--- src/hdl/aoc_pkg.sv ---
`timescale 1ns / 1ps
// ----------------------------------------------------------------------------
// aoc_pkg
// Shared types and constants for the box overlap and contact pipeline.
// ----------------------------------------------------------------------------
package aoc_pkg;

    localparam int COORD_W = 32;   // width of every coordinate field
    localparam int DIST_W  = 33;   // width of the distance result
    localparam int NUM_AXES = 3;

    typedef logic [1:0] t_axis;

    localparam t_axis AXIS_X = 2'd0;
    localparam t_axis AXIS_Y = 2'd1;
    localparam t_axis AXIS_Z = 2'd2;

    // result fields that ride alongside the distance computation
    typedef struct packed {
        logic                      hit;
        t_axis                     normal_axis;
        logic                      normal_negative;
        logic signed [COORD_W-1:0] contact_x;
        logic signed [COORD_W-1:0] contact_y;
        logic signed [COORD_W-1:0] contact_z;
    } t_side;

endpackage

--- src/hdl/aoc_sep.sv ---
`timescale 1ns / 1ps
// ----------------------------------------------------------------------------
// aoc_sep
// Two stages: separation vector, contact midpoints and center order, then
// magnitudes, hit flag and normal axis selection.
// ----------------------------------------------------------------------------
module aoc_sep #(
    parameter int COORD_BITS = 32
) (
    input  logic                                     i_clk,
    input  logic                                     i_rst_n,
    input  logic                                     i_en,
    input  logic                                     i_valid,
    input  logic [2:0][aoc_pkg::COORD_W-1:0]         i_a_min,
    input  logic [2:0][aoc_pkg::COORD_W-1:0]         i_a_max,
    input  logic [2:0][aoc_pkg::COORD_W-1:0]         i_b_min,
    input  logic [2:0][aoc_pkg::COORD_W-1:0]         i_b_max,
    output logic                                     o_valid,
    output logic [2:0][COORD_BITS-1:0]               o_mag,
    output aoc_pkg::t_side                           o_side
);

    localparam int CB = COORD_BITS;

    // stage 1
    logic signed [CB:0]                    n_sep     [aoc_pkg::NUM_AXES];
    logic signed [CB:0]                    r_sep     [aoc_pkg::NUM_AXES];
    logic signed [aoc_pkg::COORD_W-1:0]    n_contact [aoc_pkg::NUM_AXES];
    logic signed [aoc_pkg::COORD_W-1:0]    r_contact [aoc_pkg::NUM_AXES];
    logic [2:0]                            n_neg;
    logic [2:0]                            r_neg;
    logic                                  r_valid1;

    // stage 2
    logic [2:0][CB-1:0]                    n_mag;
    logic [2:0][CB-1:0]                    r_mag;
    aoc_pkg::t_side                        n_side;
    aoc_pkg::t_side                        r_side;
    logic                                  r_valid2;

    always_comb begin
        logic signed [CB-1:0] amin, amax, bmin, bmax, lo, hi;
        logic signed [CB:0]   d1, d2, mid_sum, ctr_a, ctr_b;
        for (int i = 0; i < aoc_pkg::NUM_AXES; i++) begin
            // bits above the coordinate width are dropped
            amin = signed'(i_a_min[i][CB-1:0]);
            amax = signed'(i_a_max[i][CB-1:0]);
            bmin = signed'(i_b_min[i][CB-1:0]);
            bmax = signed'(i_b_max[i][CB-1:0]);

            d1 = (CB+1)'(bmin) - (CB+1)'(amax);
            d2 = (CB+1)'(amin) - (CB+1)'(bmax);
            n_sep[i] = (d1 > d2) ? d1 : d2;

            ctr_a = (CB+1)'(amin) + (CB+1)'(amax);
            ctr_b = (CB+1)'(bmin) + (CB+1)'(bmax);
            n_neg[i] = (ctr_b < ctr_a);

            lo = (amin > bmin) ? amin : bmin;
            hi = (amax < bmax) ? amax : bmax;
            mid_sum = (CB+1)'(lo) + (CB+1)'(hi);
            // drop the low bit: floor halving of the signed sum
            n_contact[i] = aoc_pkg::COORD_W'(signed'(mid_sum[CB:1]));
        end
    end

    always_comb begin
        logic signed [CB:0] mag_full;
        logic signed [CB:0] best;
        logic [2:0]         pos;
        for (int i = 0; i < aoc_pkg::NUM_AXES; i++) begin
            mag_full = r_sep[i][CB] ? -r_sep[i] : r_sep[i];
            n_mag[i] = mag_full[CB-1:0];
            pos[i]   = !r_sep[i][CB] && (r_sep[i] != '0);
        end

        n_side.normal_axis = aoc_pkg::AXIS_X;
        best = r_sep[0];
        if (r_sep[1] > best) begin
            n_side.normal_axis = aoc_pkg::AXIS_Y;
            best = r_sep[1];
        end
        if (r_sep[2] > best) begin
            n_side.normal_axis = aoc_pkg::AXIS_Z;
        end

        case (n_side.normal_axis)
            aoc_pkg::AXIS_X: n_side.normal_negative = r_neg[0];
            aoc_pkg::AXIS_Y: n_side.normal_negative = r_neg[1];
            aoc_pkg::AXIS_Z: n_side.normal_negative = r_neg[2];
            default:         n_side.normal_negative = 1'b0;
        endcase

        n_side.hit       = ~|pos;
        n_side.contact_x = r_contact[0];
        n_side.contact_y = r_contact[1];
        n_side.contact_z = r_contact[2];
    end

    always_ff @(posedge i_clk) begin
        if (!i_rst_n) begin
            r_valid1 <= 1'b0;
            r_valid2 <= 1'b0;
        end else if (i_en) begin
            r_valid1 <= i_valid;
            r_valid2 <= r_valid1;
        end
    end

    always_ff @(posedge i_clk) begin
        if (i_en) begin
            r_sep     <= n_sep;
            r_contact <= n_contact;
            r_neg     <= n_neg;
            r_mag     <= n_mag;
            r_side    <= n_side;
        end
    end

    assign o_valid = r_valid2;
    assign o_mag   = r_mag;
    assign o_side  = r_side;

endmodule

--- config.mk ---
export PLATFORM = sky130hd
export DESIGN_NAME = aoc_sep
export DESIGN_NICKNAME = d
export VERILOG_FILES = /design/src/hdl/aoc_pkg.sv /design/src/hdl/aoc_sep.sv
export SDC_FILE = /design/constraint.sdc
export NUM_CORES = 2
export LEC_CHECK = 0
export BUFFER_PORTS_ARGS = -buffer_cell sky130_fd_sc_hd__buf_2
export CORE_UTILIZATION = 25
export DETAILED_ROUTE_END_ITERATION = 6
export GPL_ROUTABILITY_DRIVEN = 0
export GPL_TIMING_DRIVEN = 0
export PLACE_DENSITY = 0.5
export SETUP_SLACK_MARGIN = 0.5
export SYNTH_ARGS = -nofsm -noshare
export SYNTH_HDL_FRONTEND = slang
export SYNTH_SLANG_ARGS = --single-unit
export TNS_END_PERCENT = 100
--- constraint.sdc ---
create_clock -name i_clk -period 11.9 [get_ports i_clk]
set_input_delay 1.19 -clock i_clk [delete_from_list [all_inputs] [get_ports i_clk]]
set_output_delay 1.19 -clock i_clk [all_outputs]
set_load 0.1 [all_outputs]
# == Word-level counts from Yosys, hierarchy flattened ==
# Cells that the tools add are included.
# word_totals
reg_bits,396
latchBits,0
ramBits,0
romBits,0
in_bits,388
output_inout_bits,197
wordCells,80
memories,0
# classes
addsub,18
mul,0
n_div,0
order_cmp,14
eq_ne,2
shifts,0
mux,16
bitwise_logic,0
reduce_logical,12
# op_table
op,count
$add 32x32->33,9
$mux 32,9
$sub 32x32->33,6
$gt 33x33->1,5
$mux 33,4
$lt 33x33->1,3
$reduce_bool 33->1,3
$gt 32x32->1,3
$lt 32x32->1,3
$neg 32->32,3
$logic_not 1->1,4
$logic_and 1x1->1,3
$pmux 1 s3,1
$reduce_or 3->1,1
$eq 2x1->1 const B,1
$eq 2x2->1 const B,1
$logic_not 2->1,1
$mux 2,1
$mux 1,1

# == Logic depth before layout (Yosys ltp) ==
# depth
depth_word,6
depth_mapped,33
mapped_depth_nobuf,31

# == Worst setup path before layout ==
# OpenSTA, ideal clock, no wires.
# synth_timing
path_type,input-to-reg
start,input port i_a_min[32] (netlist bit)
end,"register r_sep[57] (netlist bit), data pin"
setup_time_ns,0.260
arrival_ns,6.568
required_ns,11.640
setup_slack_ns,5.072
cell_stages,30
n_path_buf,1
path_cell_list,inv_1 ha_1 inv_1 fa_1 a21o_1 a21oi_1 o21bai_1 a21o_1 a21oi_1 o21ai_0 a211o_1 a21oi_1 o21ai_0 a21o_1 a21o_1 xor2_1 inv_1 ha_1 o21ai_0 nand2b_1 a21oi_1 nor2b_1 o21ai_0 nand2b_1 a221o_1 a221o_1 a211o_1 a31oi_1 buf_2 mux2_2
# synth_lines
element,line,rtl
start: declaration,aoc_sep.sv:14,"input logic [2:0][aoc_pkg::COORD_W-1:0] i_a_min,"
end signal: assignment,aoc_sep.sv:112,r_sep <= n_sep;
end: declaration,aoc_sep.sv:27,logic signed [CB:0] r_sep [aoc_pkg::NUM_AXES];

==> flow_metrics.py <==
metrics = {
    "outcome": {
        "status": "finished, final reports clean",
    },
    "cts": {
        "clk_pin_slew_ps": 60,
        "post-cts-setup-buffers": 0,
        "cts_tree": "built",
        "postCtsHoldBufs": 0,
        "clock-sinks": 396,
        "cts-resized-gates": 0,
        "insertion_delay_ps": 710,
        "cts_root_buffer": "clkbuf_16",
        "cts_max_level": 2,
        "clockBufferDepth": 3,
        "cts_buffers": 55,
    },
    "floorplanning": {
        "die_h_um": 446.7,
        "pin_count": 585,
        "std_cell_rows": 162,
        "core_region_area_mm2": 0.1956,
        "design.die.area_mm2": 0.1996,
        "die_w_um": 446.7,
        "floorplan.initialDensity": 0.2528,
    },
    "grt": {
        "grt_pass1_wl_um": 268400,
        "grt_remaining_overflow": 0,
        "grt_max_degree": 112,
        "first_global_vias": 42592,
        "grt_usage": 0.1794,
        "antenna_found_initial": 46,
    },
    "final_layout": {
        "final_area_mm2": 0.05767,
        "drive_above_1_share": 0.1374,
        "nets": 7547,
        "stdcell_count": 8897,
        "synthToLayoutAreaGrowth_pct": 16.63,
    },
    "timing": {
        "worstMarginPinSlew_ps": 1353,
        "slew_viol_final": 0,
        "timing.fmax_mhz": 111.6,
        "final.setup_skew_ps": 28.98,
        "slew_headroom": 0.09805,
        "tns_ps": 0,
        "finalCritPeriodShare": 0.7530,
        "setup_viol": 0,
        "rsz0062_at_grt": "false",
        "fin_crit_ps": 8961,
        "timing_hold_violations_final": 0,
    },
    "critical_path": {
        "cp_slowest_stage_delay_ps": 1090,
        "worstPathArrival_ps": 9410,
        "ff2ff_path_depth": 33,
        "r2r_slack_ps": 4680,
        "slowest_stage": "nor4_1",
        "worstSetupStartpointType": "input port",
        "crit_fanout": 10,
        "cp_num_buf_inv": 3,
        "worstPathRequired_ps": 12350,
        "regToRegEndpoint": "o_side[96]$_DFFE_PP_",
        "cp.depth": 25,
        "r2r-start": "r_sep[67]$_DFFE_PP_",
        "crit_type": "in2reg",
        "crit_family": "compound AO/OA/AOI/OAI gates",
        "setup.worst_path.end_class": "register",
    },
    "job": {
        "cap_violations": 0,
    },
    "place": {
        "dpl_cell_area_mm2": 0.05576,
        "place_inst": 8781,
        "port_buffers": 584,
        "hpwlAfterDp_um": 158800,
    },
    "routing": {
        "firstDrtPassIters": 7,
        "vias": 43937,
        "vias_per_cell": 4.938,
        "drt_wl_total_um": 185500,
        "ant_nets": 0,
        "wl_per_cell_um": 20.85,
        "drtIter0Drc": 2443,
        "post-route-drc-count": 0,
    },
    "pwr": {
        "pwr_density_cell_mw_per_mm2": 177.0,
        "pwr-share-comb": 0.577,
        "pwr-share-clk": 0.173,
        "p_leak_nw": 26.57,
        "switching_share": 0.4974,
        "p_total_mw": 10.21,
        "p_int_mw": 5.131,
        "p_sw_mw": 5.078,
        "ir_drop_mv": 0.1534,
        "seq_power_share": 0.250,
    },
    "min_path": {
        "whs_endpoint": "o_side[94]$_DFFE_PP_",
        "hold_start": "n_side[94]$_DFFE_PP_",
        "min_path_type": "reg2reg",
        "hold_depth": 0,
    },
    "yosys": {
        "mappedNetlistArea_mm2": 0.04944,
        "avgSynthCellArea_um2": 8.878,
        "ys.flop_type": "edfxtp_1",
        "yosys_warnings": 0,
        "synthDistinctLibCells": 83,
        "synthCells": 5569,
        "yosysSeqAreaShare": 0.2401,
        "synth-seq-cells": 396,
        "synth-edff-count": 394,
        "synthesis.nets": 6902,
        "synthArstFlopShare": 0,
    },
}
[worst max-delay path by stage]
| stage | endpoint | slack [ps] | startpoint |
|---|---|---|---|
| detailed placement | n_side[29]$_DFFE_PP_ | 2000 | i_b_min[95] |
| floorplan | r_sep[57]$_DFFE_PP_ | 5070 | i_a_min[32] |
| finish | n_side[29]$_DFFE_PP_ | 2940 | i_b_min[95] |
| global route | n_side[29]$_DFFE_PP_ | 2580 | i_b_max[65] |
| global placement | n_side[29]$_DFFE_PP_ | 2010 | i_b_min[95] |
| CTS | n_side[29]$_DFFE_PP_ | 2750 | i_b_min[95] |
[cells in the final DEF, fill, tap and decap left out, types with 14 or more instances in the layout]
cell and n:
and3_1 36, or3_1 36, clkbuf_16 55, nand3_1 99
a21oi_1 460, or4_1 23, ha_1 930, nand2_1 326
o31ai_1 52, and2_1 16, o21ai_0 392, o211ai_1 21
nor2_1 271, xor2_1 144, mux2i_1 81, buf_2 589
xnor2_1 355, inv_1 561, edfxtp_1 394, o41ai_1 19
a211oi_1 34, nor2b_1 105, mux2_2 128, a21boi_0 20
fa_1 15, a21o_1 239, clkbuf_1 52, nor4_1 14
nand4_1 106, o21bai_1 90, a31oi_1 42, nor3_1 91
nand2b_1 108, a2111oi_0 18, o21a_1 72, or2_2 23
[cell families after synthesis]
group | Yosys count | synth area share
xor gates and xnor gates | 499 | 0.08839
buffers and inverters | 619 | 0.04730
AOI/OAI and AO/OA | 1613 | 0.2073
DFF | 396 | 0.2401
and+or+nand+nor | 1288 | 0.1300
adders and majority gates | 945 | 0.2414
muxes | 209 | 0.04555
[power by group through the flow]
stage	Sequential [mW]	Combinational, mW	Clock (mW)
finish	2.56	5.89	1.76
global route	2.60	6.42	1.88
CTS	2.57	5.94	1.85
detailed placement	2.58	5.90	0
global placement	2.61	5.84	0
floorplan	3.72	3.03	0
[final cells by class]
cell class / count / area (um^2)
fill: 20851 / 137900
multi-input combinational: 4554 / 35250
sequential: 396 / 11870
tap: 2624 / 3283
timing repair buffer: 588 / 3023
inverter: 561 / 2106
clock buffer: 65 / 1414
clock inverter: 38 / 457.9
buffer: 58 / 232.7
antenna: 13 / 32.53
[worst reg2reg max path, delay by kind of cell, from the launching register on]
family,cells,cell delay [ps]
multiplexers,1,290
buffers and inverters,3,1260
flip-flops,1,460
AND/OR/NAND/NOR,7,860
AO/OA/AOI/OAI,20,3570
adder cells (fa/ha/maj),2,540
[synth_stat cells, types with 23 or more instances]
master	number	area share
inv_1	561	0.043
nand2_1	326	0.025
nor2_1	271	0.021
ha_1	930	0.24
a21o_1	239	0.036
o21ai_0	392	0.040
or3_1	36	0.0046
and3_1	36	0.0046
xor2_1	144	0.026
mux2i_1	81	0.016
o21a_1	72	0.011
o31ai_1	52	0.0079
nor3_1	91	0.0092
or2_2	23	0.0029
a211oi_1	34	0.0052
nand4_1	106	0.013
a31oi_1	42	0.0053
or4_1	23	0.0035
nand3_1	99	0.010
nand2b_1	108	0.014
o21bai_1	90	0.014
a21oi_1	460	0.047
mux2_2	128	0.029
xnor2_1	355	0.063
edfxtp_1	394	0.24
nor2b_1	105	0.013
clkbuf_1	42	0.0032
[through the flow]
step / utilization / hold slack (ps) / setup WS [ps]
floorplan: - / 400.3 / 5072
detailed placement: 0.2851 / 404.5 / 1996
CTS: 0.2947 / 410.0 / 2750
global route: 0.2948 / 418.0 / 2584
finish: 0.2948 / 417.8 / 2939
global placement: 0.2845 / 401.6 / 2011
[flip-flops by register name (all words and copies together), names as in the netlist]
register,flops
r_valid1,1
n_side,96
o_side,100
o_mag,96
r_sep,99
r_neg,3
o_valid,1
[routing by layer]
layer | vias up | wire (um) | GRT usage
li1 | 21861 | - | -
met1 | 20759 | 79290 | 0.2182
met2 | 1011 | 90160 | 0.3165
met3 | 256 | 8510 | 0.02848
met4 | 50 | 7248 | 0.06420
met5 | - | 292 | 0
Power figures use the tool's default switching activity.
